==> src/rtl/sclp_pkg.sv <==
// Package: shared types, constants and helpers for the serial command line parser.
`default_nettype none
package sclp_pkg;
  localparam int MaxLineDefault = 64;

  localparam logic [3:0] EV_IGNORED   = 4'd0;
  localparam logic [3:0] EV_HELP      = 4'd1;
  localparam logic [3:0] EV_GET_TEMP  = 4'd2;
  localparam logic [3:0] EV_GET_RANGE = 4'd3;
  localparam logic [3:0] EV_GET_ALERT = 4'd4;
  localparam logic [3:0] EV_LOW_SET   = 4'd5;
  localparam logic [3:0] EV_LOW_REJ   = 4'd6;
  localparam logic [3:0] EV_HIGH_SET  = 4'd7;
  localparam logic [3:0] EV_HIGH_REJ  = 4'd8;
  localparam logic [3:0] EV_INVALID   = 4'd9;
  localparam logic [3:0] EV_UNKNOWN   = 4'd10;
  localparam logic [3:0] EV_TOO_LONG  = 4'd11;

  localparam logic [23:0] CapMag = 24'h800000;
  localparam logic [23:0] PosMax = 24'h7FFFFF;

  typedef enum logic [2:0] {
    PH_BEFORE, PH_SIGN, PH_INT, PH_DOT, PH_FRAC, PH_DONE, PH_FAIL
  } num_phase_t;

  // queue entry: one byte plus the action the back end must take
  typedef struct packed {
    logic        has_event;
    logic [3:0]  ev;
    logic        need_check;   // set command: compare against limits
    logic        is_low;
    logic        negative;
    logic [23:0] mag;
    logic [7:0]  rx_byte;
    logic [23:0] low_limit;
    logic [23:0] high_limit;
  } cmd_req_t;

  // expected command text, uppercase; index k, position i
  function automatic logic [7:0] cmd_char(input logic [2:0] k, input logic [3:0] i);
    logic [8*9-1:0] s;
    begin
      case (k)
        3'd0: s = {"HELP", 40'h0};
        3'd1: s = {"GET TEMP", 8'h0};
        3'd2: s = "GET RANGE";
        3'd3: s = "GET ALERT";
        3'd4: s = {"SET TL ", 16'h0};
        default: s = {"SET TH ", 16'h0};
      endcase
      cmd_char = (i < 4'd9) ? s[8*(8-i) +: 8] : 8'h00;
    end
  endfunction

  function automatic logic [3:0] cmd_len(input logic [2:0] k);
    case (k)
      3'd0: cmd_len = 4'd4;
      3'd1: cmd_len = 4'd8;
      3'd2, 3'd3: cmd_len = 4'd9;
      default: cmd_len = 4'd7;
    endcase
  endfunction
endpackage
`default_nettype wire

==> src/rtl/serial_command_line_parser.sv <==
// Top level: serial command line parser.
// One received byte per request; each gives an echo result and, at a line end or
// an overlong line, a command event. While the output drains and no event is owed,
// a byte is taken every cycle; a byte that ends a line gives echo, then event.
// The echo passes through the queue register and then the output register.
`default_nettype none
module serial_command_line_parser
  import sclp_pkg::*;
#(
  parameter int MAX_LINE = MaxLineDefault
) (
  input  wire logic        clk,
  input  wire logic        rst,
  input  wire logic        s_tvalid,
  output logic             s_tready,
  input  wire logic [55:0] s_tdata,  // rx_byte[7:0], low_limit[31:8], high_limit[55:32]
  output logic             m_tvalid,
  input  wire logic        m_tready,
  output logic [39:0]      m_tdata,  // echo_byte[7:0], event_res[11:8], value[35:12], 0
  output logic             m_tuser,  // kind
  output logic             m_tlast
);
  cmd_req_t   q_data;
  logic       q_valid, q_ready;
  logic [7:0] echo_byte;
  logic [3:0] event_res;
  logic [23:0] value;

  sclp_front #(.MAX_LINE(MAX_LINE)) u_front (
    .clk, .rst,
    .in_valid(s_tvalid), .in_ready(s_tready),
    .rx_byte(s_tdata[7:0]), .low_limit(s_tdata[31:8]), .high_limit(s_tdata[55:32]),
    .q_valid, .q_ready, .q_data
  );

  sclp_back u_back (
    .clk, .rst, .q_valid, .q_ready, .q_data,
    .out_valid(m_tvalid), .out_ready(m_tready),
    .echo_byte, .event_res, .value, .kind(m_tuser), .last(m_tlast)
  );

  assign m_tdata = {4'b0000, value, event_res, echo_byte};
endmodule
`default_nettype wire

==> src/rtl/sclp_front.sv <==
// Front end: tracks line state per byte and classifies line ends and overlong lines.
`default_nettype none
module sclp_front
  import sclp_pkg::*;
#(
  parameter int MAX_LINE = MaxLineDefault
) (
  input  wire logic        clk,
  input  wire logic        rst,
  input  wire logic        in_valid,
  output logic             in_ready,
  input  wire logic [7:0]  rx_byte,
  input  wire logic [23:0] low_limit,
  input  wire logic [23:0] high_limit,
  output logic             q_valid,
  input  wire logic        q_ready,
  output cmd_req_t         q_data
);
  localparam int LW = $clog2(MAX_LINE + 1);

  logic             mode;
  logic [LW-1:0]    len;
  logic [2:0]       head;
  logic [5:0]       cand;
  num_phase_t       phase;
  logic             neg;
  logic [23:0]      acc;
  logic [1:0]       fcnt;

  logic [5:0]       cand_next;
  num_phase_t       phase_next;
  logic             neg_next;
  logic [23:0]      acc_next;
  logic [1:0]       fcnt_next;
  logic [2:0]       head_next;
  cmd_req_t         req;

  logic       eol, dig;
  logic [7:0] up;
  logic [3:0] d;
  logic       accept;
  logic [28:0] sum;
  logic [28:0] base, addv;
  logic        do_add;

  assign in_ready = !q_valid || q_ready;
  assign accept   = in_valid && in_ready;
  assign eol = (rx_byte == 8'h0D) || (rx_byte == 8'h0A);
  assign up  = (rx_byte >= "a" && rx_byte <= "z") ? rx_byte - 8'd32 : rx_byte;
  assign dig = rx_byte >= "0" && rx_byte <= "9";
  assign d   = rx_byte[3:0];

  // absorb byte into a line (starting fresh when idle)
  always_comb begin
    logic [LW-1:0] i;
    logic [5:0]    c0;
    num_phase_t    p0;
    logic          n0;
    logic [23:0]   a0;
    logic [1:0]    f0;
    logic [2:0]    h0;
    i  = mode ? len : '0;
    c0 = mode ? cand : 6'h3F;
    p0 = mode ? phase : PH_BEFORE;
    n0 = mode ? neg : 1'b0;
    a0 = mode ? acc : 24'd0;
    f0 = mode ? fcnt : 2'd0;
    h0 = mode ? head : 3'd0;
    head_next = h0;
    if (i == '0) begin
      if (rx_byte == "#") head_next[0] = 1'b1;
      if (rx_byte == "/") head_next[1] = 1'b1;
    end else if (i == LW'(1) && rx_byte == "/" && h0[1]) begin
      head_next[2] = 1'b1;
    end
    cand_next = c0;
    for (int k = 0; k < 6; k++) begin
      if (c0[k]) begin
        if (i < LW'(cmd_len(3'(k)))) begin
          if (cmd_char(3'(k), i[3:0]) != up) cand_next[k] = 1'b0;
        end else if (k < 4) begin
          cand_next[k] = 1'b0;
        end
      end
    end
    phase_next = p0;
    neg_next   = n0;
    fcnt_next  = f0;
    base = '0;
    addv = '0;
    do_add = 1'b0;
    if (i >= LW'(7) && (c0[5:4] != 2'b00)) begin
      case (p0)
        PH_BEFORE, PH_SIGN: begin
          if (p0 == PH_BEFORE && (rx_byte == 8'h20 || rx_byte == 8'h09 ||
              rx_byte == 8'h0B || rx_byte == 8'h0C)) begin
            phase_next = p0;
          end else if (p0 == PH_BEFORE && (rx_byte == "+" || rx_byte == "-")) begin
            neg_next = rx_byte == "-";
            phase_next = PH_SIGN;
          end else if (dig) begin
            do_add = 1'b1;
            addv = 29'(d) * 29'd100;
            phase_next = PH_INT;
          end else if (rx_byte == ".") begin
            phase_next = PH_DOT;
          end else begin
            phase_next = PH_FAIL;
          end
        end
        PH_INT: begin
          if (dig) begin
            do_add = 1'b1;
            base = {a0, 3'b000} + {2'b00, a0, 1'b0};
            addv = 29'(d) * 29'd100;
          end else begin
            phase_next = (rx_byte == ".") ? PH_FRAC : PH_DONE;
          end
        end
        PH_DOT, PH_FRAC: begin
          if (dig) begin
            if (f0 == 2'd0) begin
              do_add = 1'b1; base = 29'(a0); addv = 29'(d) * 29'd10;
            end else if (f0 == 2'd1) begin
              do_add = 1'b1; base = 29'(a0); addv = 29'(d);
            end
            if (f0 < 2'd2) fcnt_next = f0 + 2'd1;
            phase_next = PH_FRAC;
          end else begin
            phase_next = (p0 == PH_DOT) ? PH_FAIL : PH_DONE;
          end
        end
        default: phase_next = p0;
      endcase
    end
    sum = base + addv;
    if (do_add) acc_next = (sum > 29'(CapMag)) ? CapMag : sum[23:0];
    else        acc_next = a0;
  end

  // classify the request
  always_comb begin
    req = '0;
    req.rx_byte = rx_byte;
    req.low_limit = low_limit;
    req.high_limit = high_limit;
    req.negative = neg;
    req.mag = acc;
    req.is_low = cand[4];
    if (mode && eol) begin
      req.has_event = 1'b1;
      if (head[0]) req.ev = EV_IGNORED;
      else if (len <= LW'(2)) req.ev = EV_UNKNOWN;
      else if (head[2]) req.ev = EV_IGNORED;
      else if (cand[0] && len == LW'(4)) req.ev = EV_HELP;
      else if (cand[1] && len == LW'(8)) req.ev = EV_GET_TEMP;
      else if (cand[2] && len == LW'(9)) req.ev = EV_GET_RANGE;
      else if (cand[3] && len == LW'(9)) req.ev = EV_GET_ALERT;
      else if (cand[5:4] == 2'b00 || len < LW'(7)) req.ev = EV_UNKNOWN;
      else if (!(phase == PH_INT || phase == PH_FRAC || phase == PH_DONE))
        req.ev = EV_INVALID;
      else req.need_check = 1'b1;
    end else if (mode && len >= LW'(MAX_LINE - 1)) begin
      req.has_event = 1'b1;
      req.ev = EV_TOO_LONG;
    end
  end

  always_ff @(posedge clk) begin
    if (rst) begin
      mode <= 1'b0;
      len <= '0;
      head <= '0;
      cand <= 6'h3F;
      phase <= PH_BEFORE;
      neg <= 1'b0;
      acc <= '0;
      fcnt <= '0;
      q_valid <= 1'b0;
    end else begin
      if (accept) begin
        q_valid <= 1'b1;
        q_data <= req;
        if (req.has_event) begin
          mode <= 1'b0;
        end else if (!(eol && !mode)) begin
          mode  <= 1'b1;
          len   <= (mode ? len : '0) + LW'(1);
          head  <= head_next;
          cand  <= cand_next;
          phase <= phase_next;
          neg   <= neg_next;
          acc   <= acc_next;
          fcnt  <= fcnt_next;
        end
      end else if (q_ready) begin
        q_valid <= 1'b0;
      end
    end
  end

`ifndef SYNTH
  a_len_bound: assert property (@(posedge clk) disable iff (rst)
    len <= LW'(MAX_LINE - 1)) else $error("line length overflow");
  a_acc_cap: assert property (@(posedge clk) disable iff (rst)
    acc <= CapMag) else $error("accumulator above cap");
  a_idle_event: assert property (@(posedge clk) disable iff (rst)
    accept && !mode |-> !req.has_event) else $error("event while idle");
`endif
endmodule
`default_nettype wire

==> src/rtl/sclp_back.sv <==
// Back end: limit check, then emits echo and event results.
`default_nettype none
module sclp_back
  import sclp_pkg::*;
(
  input  wire logic        clk,
  input  wire logic        rst,
  input  wire logic        q_valid,
  output logic             q_ready,
  input  wire cmd_req_t    q_data,
  output logic             out_valid,
  input  wire logic        out_ready,
  output logic [7:0]       echo_byte,
  output logic [3:0]       event_res,
  output logic [23:0]      value,
  output logic             kind,
  output logic             last
);
  logic       pend;     // event still owed after the echo
  logic [3:0] pend_ev;
  logic [23:0] pend_val;
  logic [3:0] ev;
  logic [23:0] v;
  logic       take, free;

  always_comb begin
    v = '0;
    ev = q_data.ev;
    if (q_data.need_check) begin
      if (q_data.negative) v = 24'(-q_data.mag);
      else v = (q_data.mag > PosMax) ? PosMax : q_data.mag;
      if (q_data.is_low)
        ev = ($signed(v) < $signed(q_data.high_limit)) ? EV_LOW_SET : EV_LOW_REJ;
      else
        ev = ($signed(v) > $signed(q_data.low_limit)) ? EV_HIGH_SET : EV_HIGH_REJ;
    end
  end

  assign free = !out_valid || out_ready;
  assign q_ready = free && !(pend || (out_valid && kind == 1'b0 && !last));
  assign take = q_valid && q_ready;

  always_ff @(posedge clk) begin
    if (rst) begin
      out_valid <= 1'b0;
      pend <= 1'b0;
    end else if (free) begin
      if (out_valid && !kind && !last) begin
        out_valid <= 1'b1;
        kind <= 1'b1;
        echo_byte <= '0;
        event_res <= pend_ev;
        value <= pend_val;
        last <= 1'b1;
        pend <= 1'b0;
      end else if (take) begin
        out_valid <= 1'b1;
        kind <= 1'b0;
        echo_byte <= q_data.rx_byte;
        event_res <= '0;
        value <= '0;
        last <= !q_data.has_event;
        pend <= q_data.has_event;
        pend_ev <= ev;
        pend_val <= v;
      end else begin
        out_valid <= 1'b0;
      end
    end
  end

`ifndef SYNTH
  a_pend_echo: assert property (@(posedge clk) disable iff (rst)
    pend |-> out_valid && !kind) else $error("event owed without echo");
  a_event_last: assert property (@(posedge clk) disable iff (rst)
    out_valid && kind |-> last) else $error("event not last");
  a_pend_stall: assert property (@(posedge clk) disable iff (rst)
    pend |-> !q_ready) else $error("request taken while event owed");
`endif
endmodule
`default_nettype wire

==> config.mk <==
export PLATFORM = sky130hd
export DESIGN_NAME = serial_command_line_parser
export DESIGN_NICKNAME = d
export VERILOG_FILES = /design/src/rtl/sclp_pkg.sv /design/src/rtl/serial_command_line_parser.sv /design/src/rtl/sclp_front.sv /design/src/rtl/sclp_back.sv
export SDC_FILE = /design/constraint.sdc
export NUM_CORES = 1
export LEC_CHECK = 0
export ABC_CLOCK_PERIOD_IN_PS = 10700
export BUFFER_PORTS_ARGS = -buffer_cell sky130_fd_sc_hd__buf_2
export CORE_MARGIN = 10
export CORE_UTILIZATION = 30
export CTS_CLUSTER_DIAMETER = 200
export DETAILED_ROUTE_END_ITERATION = 8
export PLACE_DENSITY_LB_ADDON = 0.2
export SLEW_MARGIN = 20
export SYNTH_ARGS = -nofsm -noshare
export SYNTH_HDL_FRONTEND = slang
export SYNTH_HIERARCHICAL = 1
export SYNTH_SLANG_ARGS = --single-unit
==> constraint.sdc <==
create_clock -name clk -period 10.7 [get_ports clk]
set_input_delay 1.07 -clock clk [delete_from_list [all_inputs] [get_ports clk]]
set_output_delay 1.07 -clock clk [all_outputs]
set_load 0.05 [all_outputs]
**After elaboration in Yosys (flattened, before gate mapping)**

Cells that the tools add are included.

- Output and inout port bits: 44
- Bits in registers: 204
- Word-level logic and storage cells: 284
- Input bits: 60

- Multiplexer cells: 131
- Bitwise operators: 6
- Shift-type cells: 6
- Multipliers: 2
- Order comparisons: 20
- Equal/unequal tests: 30
- Reduce and logical (&&, ||, !) cells: 55
- Add/subtract/negate cells: 7

Operator list:

| cell | number |
|---|---|
| 72-bit 2-to-1 mux | 12 |
| 72-bit by 33-bit variable part select with 8-bit output | 6 |
| 29-bit 2-to-1 mux | 9 |
| 24-bit 2-to-1 mux | 9 |
| 29-bit one-hot mux with 3 select lines | 1 |
| 4-bit 2-to-1 mux | 21 |
| 8-bit 2-to-1 mux | 8 |
| 29-bit one-hot mux with 2 select lines | 1 |
| 8-bit by 6-bit == test with 1-bit output (second input constant) | 6 |
| 8-bit inequality test | 6 |
| 1-bit 2-to-1 mux | 46 |
| 7-bit by 4-bit less-than comparator with 1-bit output | 6 |
| 8-bit by 4-bit == test with 1-bit output (second input constant) | 5 |
| 29-bit adder | 1 |
| 29-bit by 24-bit greater-than comparator with 1-bit output (second input constant) | 1 |
| 27-bit by 25-bit adder with 28-bit output | 1 |
| 3-bit 2-to-1 mux | 9 |
| 24-bit by 23-bit greater-than comparator with 1-bit output (second input constant) | 1 |
| 24-bit greater-than comparator | 1 |
| 24-bit less-than comparator | 1 |
| 24-bit negator | 1 |
| 1-bit logical AND | 21 |
| 2-bit 2-to-1 mux | 8 |
| 7-bit by 4-bit == test with 1-bit output (second input constant) | 2 |
| other kinds (41) | 74 |

**Depth between registers and ports, before layout**

- Word-level depth: 15
- Gate-level depth with buffers: 31

**By module**

The synthesis kept the hierarchy.

Modules (own cells, without submodules):

| module | area each (µm²) | instances | cells each |
|---|---|---|---|
| sclp_front | 10,498.8 | 1 | 1,248 |
| sclp_back | 4,545.6 | 1 | 456 |
| serial_command_line_parser | 33.8 | 1 | 5 |

**Worst setup path before layout**

No wires, ideal clock.

- Kind: reg-to-reg
- Start point: reg u_front.mode
- End point: reg u_front.acc[1]
- Data arrival time: 6,984 ps
- Data required time: 10,639 ps
- Period minus slack after synthesis: 7,045 ps
- Stages on the path, launching flop included: 29
- Buffers on the path: 9
- Setup slack: 3,655 ps
- Cell sequence: dfxtp_1 buf_2 clkbuf_1 clkbuf_1 clkbuf_1 clkbuf_1 clkbuf_1 clkbuf_1 and2_1 ha_1 nor2_1 nor4_4 clkbuf_1 buf_1 a22oi_1 nor2_1 ha_1 a211oi_1 o21ai_0 and3_1 a2111oi_1 a2111oi_1 nor4b_2 a211oi_1 a41o_1 nand4b_1 nor4_4 a21o_1 a32o_2

- Cells in the longest elaborated chain, start to end: 11

RTL lines:

| what | RTL line | RTL |
|---|---|---|
| start: declaration | sclp_front.sv:21 | `logic mode;` |
| start signal: assignment | sclp_front.sv:171 | `mode <= 1'b0;` |
| start signal: assignment | sclp_front.sv:185 | `mode <= 1'b0;` |
| start signal: assignment | sclp_front.sv:187 | `mode <= 1'b1;` |
| branches (longest 11 deep; another with 29-bit adder) | - |  |
| end signal: assignment | sclp_front.sv:193 | `acc <= acc_next;` |
| end: declaration | sclp_front.sv:27 | `logic [23:0] acc;` |

Several ways; the timed one is not identified.
A chain may end at the register's enable or synchronous reset.

**Worst setup path in the final report**

- Start point: in s_tdata[2]
- End point: reg u_front.acc[1]

- Cells in the longest elaborated chain, start to end: 12

RTL lines:

| what | RTL line | RTL |
|---|---|---|
| start: declaration | serial_command_line_parser.sv:16 | `input wire logic [55:0] s_tdata,` |
| branches (longest 12 deep; another with 29-bit adder) | - |  |

Several ways; the timed one is not identified.

==> flow_metrics.tcl <==
set metrics [dict create \
    status "completed" \
    die_h_um 244 \
    cp.required_ns 11.17 \
    io_buffers 99 \
    cp-startpoint "s_tdata[2]" \
    final_max_slew_viol_count 0 \
    hp-start "u_front/neg" \
    seq_area_frac_synth_pct 37.3 \
    p_leak_nw 6.68 \
    synth_adder_area_share_pct 9.31 \
    regToRegSetupSlack_ns 3.79 \
    cp_data_arrival_time_ns 7.45 \
    detail_route.wl_per_cell_um 19.5 \
    rsz0062_at_grt "false" \
    synth_top_family_by_area "simple AND/OR/NAND/NOR gates" \
    drive_gt1_share_pct 11.4 \
    fin_area_um2 17000 \
    min_period_ns 6.99 \
    critPathKind "primary input to register" \
    hp-class "register to register" \
    htree_levels 1 \
    powerDensity_nw_per_um2 115 \
    stdcell_count 2457 \
    root_buffer "clkbuf_16" \
    regToRegEndpoint "u_front/acc[1]" \
    grt_max_degree 78 \
    cts.sinks 204 \
    synth_cell_type_count 105 \
    synth_area_leaders "edfxtp_1 31%, ha_1 8.7%, dfxtp_1 6.6%" \
    clk_path_buf_depth 3 \
    finalSetupViolCount 0 \
    synthFlopType "edfxtp_1" \
    nets 1935 \
    grt_pass1_wl_um 74700 \
    fmax_mhz 143 \
    power_frac_seq_pct 46.2 \
    nFillCells 5145 \
    hold_viol 0 \
    antenna_found_initial 0 \
    num_antenna_cells 0 \
    clk_pin_slew_ns 0.06 \
    syn_area_per_cell_um2 8.82 \
    ant_nets 0 \
    netlist_area_um2 15100 \
    areaGrowthSynthToFinish_pct 12.8 \
    pre_cts_ws_ns 3.29 \
    finalCritPeriodShare_pct 65.3 \
    cts_hold_buf 0 \
    worst-r2r-cell-count 22 \
    placedCellCount 2413 \
    async_flop_share_pct 0 \
    syn_inst 1709 \
    holdPathStages 0 \
    drt_iter0_markers 1076 \
    hpwl_um 36100 \
    dieArea_um2 59600 \
    maxCapViolCount 0 \
    io_pins 104 \
    post-cts-setup-buffer-count 0 \
    synth-compound-area-share_pct 21.2 \
    holdPathEnd "u_front/q_data[80]" \
    place.gp.congestion 0.876 \
    synth_seq_cells 204 \
    placementRows 82 \
    tightest_slew_ns 0.993 \
    synthSimpleGateAreaFrac_pct 22.6 \
    yosysWarnings 6 \
    synthMuxAreaShare_pct 0.739 \
    clockPowerShare_pct 41.4 \
    finalWorstSetupSlack_ns 3.71 \
    cts_made_buffers 24 \
    synth_edf_count 154 \
    tritoncts "built" \
    wirelength_um 47800 \
    coreArea_um2 50000 \
    die_w_um 244 \
    initial_core_util_pct 30.2 \
    power_frac_comb_pct 12.5 \
    clock_latency_ns 0.53 \
    cp_max_fo 11 \
    setup.worst_path.start_class "primary input" \
    final_core_util_pct 34.0 \
    routed_via_density 5.44 \
    skew_ns 0.00846 \
    synth_top_area_share_pct 30.7 \
    first_pass_iters 5 \
    irDropWorstVdd_v 0.0000854 \
    maxSlewHeadroom_pct 33.8 \
    ctsResizeCount 0 \
    route.detailed.drc 0 \
    synth_xor_area_share_pct 3.95 \
    p_int_mw 1.44 \
    grt-ovfl-total 0 \
    yosysTopAreaCell "edfxtp_1" \
    r2r-start "u_front/mode" \
    grtUsageTotal_pct 15.4 \
    p_sw_uw 520 \
    cp-end-kind "register" \
    switching_share_pct 26.5 \
    vias 13368 \
    grt_pass1_vias 12770 \
    setup-tns-final_ns 0 \
    placed_cell_area_um2 16200 \
]
-- placed cells by master, fill, tap and decap left out, types with 7 or more instances in the layout --
master	instances
mux2i_1	10
a221oi_1	8
a21o_1	24
nor4_1	18
o31ai_1	12
dfxtp_1	49
nor2b_1	7
inv_1	92
a211oi_1	24
clkbuf_16	25
buf_4	21
a31oi_1	29
xor2_1	16
a22oi_1	22
xnor2_1	52
nand2b_1	17
a22o_1	8
or2_2	7
nor3_1	50
o21a_1	10
or3_1	20
nand3_1	38
and3_1	53
and2_1	48
buf_2	99
o211ai_1	14
edfxtp_1	154
nand4_1	24
nand2_1	159
o21ai_0	103
a21oi_1	118
nor2_1	154
ha_1	105
o211a_1	8
-- synthesized netlist by cell type, types with 50 or more instances --
| library cell | instances |
|---|---|
| dfxtp_1 | 50 |
| xnor2_1 | 52 |
| nand2_1 | 159 |
| nor2_1 | 155 |
| ha_1 | 105 |
| edfxtp_1 | 154 |
| clkbuf_1 | 74 |
| a21oi_1 | 118 |
| and3_1 | 53 |
| inv_1 | 92 |
| nor3_1 | 51 |
| o21ai_0 | 103 |
-- worst max-delay path by stage --
stage / cells after the start / endpoint / slack, ns
finish: 25 / u_front/acc[1] / 3.71
global route: 25 / u_front/acc[1] / 3.16
CTS: 25 / u_front/acc[3] / 3.81
detailed placement: 25 / u_front/acc[3] / 3.29
global placement: 25 / u_front/acc[1] / 3.46
floorplan: 28 / u_front/acc[1] / 3.65
-- power by group through the flow --
stage	combinational [mW]	clock, mW	sequential (mW)
2_1_floorplan	0.154	0	0.931
3_3_place_gp	0.241	0	0.922
3_5_place_dp	0.243	0	0.922
4_1_cts	0.245	0.839	0.905
5_1_grt	0.271	0.868	0.909
6_report	0.244	0.812	0.905
-- final cells by class --
type	count	area, um^2	share of cell area [%]
flip-flops and latches	204	5630	33.1
inverters	93	349	2.05
multi-input cells	1324	8770	51.5
clock buffers	31	648	3.81
clock inverters	13	125	0.735
repair buffers	120	653	3.84
well taps	672	841	4.94
-- layer usage --
metal  up-vias  share of wire, %  global-route usage [%]
met1      6358                47                    21.4
met2       454                44                    24.2
met5         -                 0                       0
met3        61               6.0                    2.20
li1       6495                 -                       -
met4         0               2.5                    4.64
-- flip-flops by register name, summed over array words and instances (netlist names), 2 cells and up --
name / cells
u_front/acc: 24
u_back/pend_ev: 4
u_front/fcnt: 2
u_back/value: 24
u_front/head: 3
u_front/q_data: 88
u_back/pend_val: 24
u_front/phase: 3
u_back/event_res: 4
u_back/echo_byte: 8
u_front/cand: 6
u_front/len: 7
-- critical path, stage by stage --
cell,delay (ns)
buf_2,0.25
clkinv_1,0.35
ha_1,0.40
o21ai_0,0.11
a21oi_1,0.09
o21ai_0,0.27
o21ai_0,0.16
or2_2,0.31
a21oi_1,0.56
a22oi_1,0.22
nor2_1,0.14
ha_1,0.23
o21ai_0,0.13
o21ai_0,0.31
and3_1,0.22
a2111oi_1,0.06
buf_4,0.17
a2111oi_1,0.49
nand4bb_1,0.19
nor4b_1,0.39
xnor2_1,0.19
nand3_1,0.14
nor4_4,0.55
a21o_1,0.27
a32o_2,0.17
-- stage by stage --
| step | hold WS [ns] | total power, mW |
|---|---|---|
| final | 0.441 | 1.96 |
| after global routing | 0.478 | 2.05 |
| after CTS | 0.452 | 1.99 |
| after detailed placement | 0.438 | 1.17 |
| after global placement | 0.417 | 1.16 |
| after floorplan | 0.403 | 1.09 |
-- cells by family (layout without fill, tap and decap cells) --
group / count (synthesis) / in the layout
muxes: 11 / 11
adders and majority gates: 111 / 111
and+or+nand+nor: 649 / 649
DFF: 204 / 204
xor gates and xnor gates: 68 / 68
buffers and inverters: 184 / 257
other: 1 / 4
AOI/OAI and AO/OA: 481 / 481
Power figures use the tool's default switching activity.
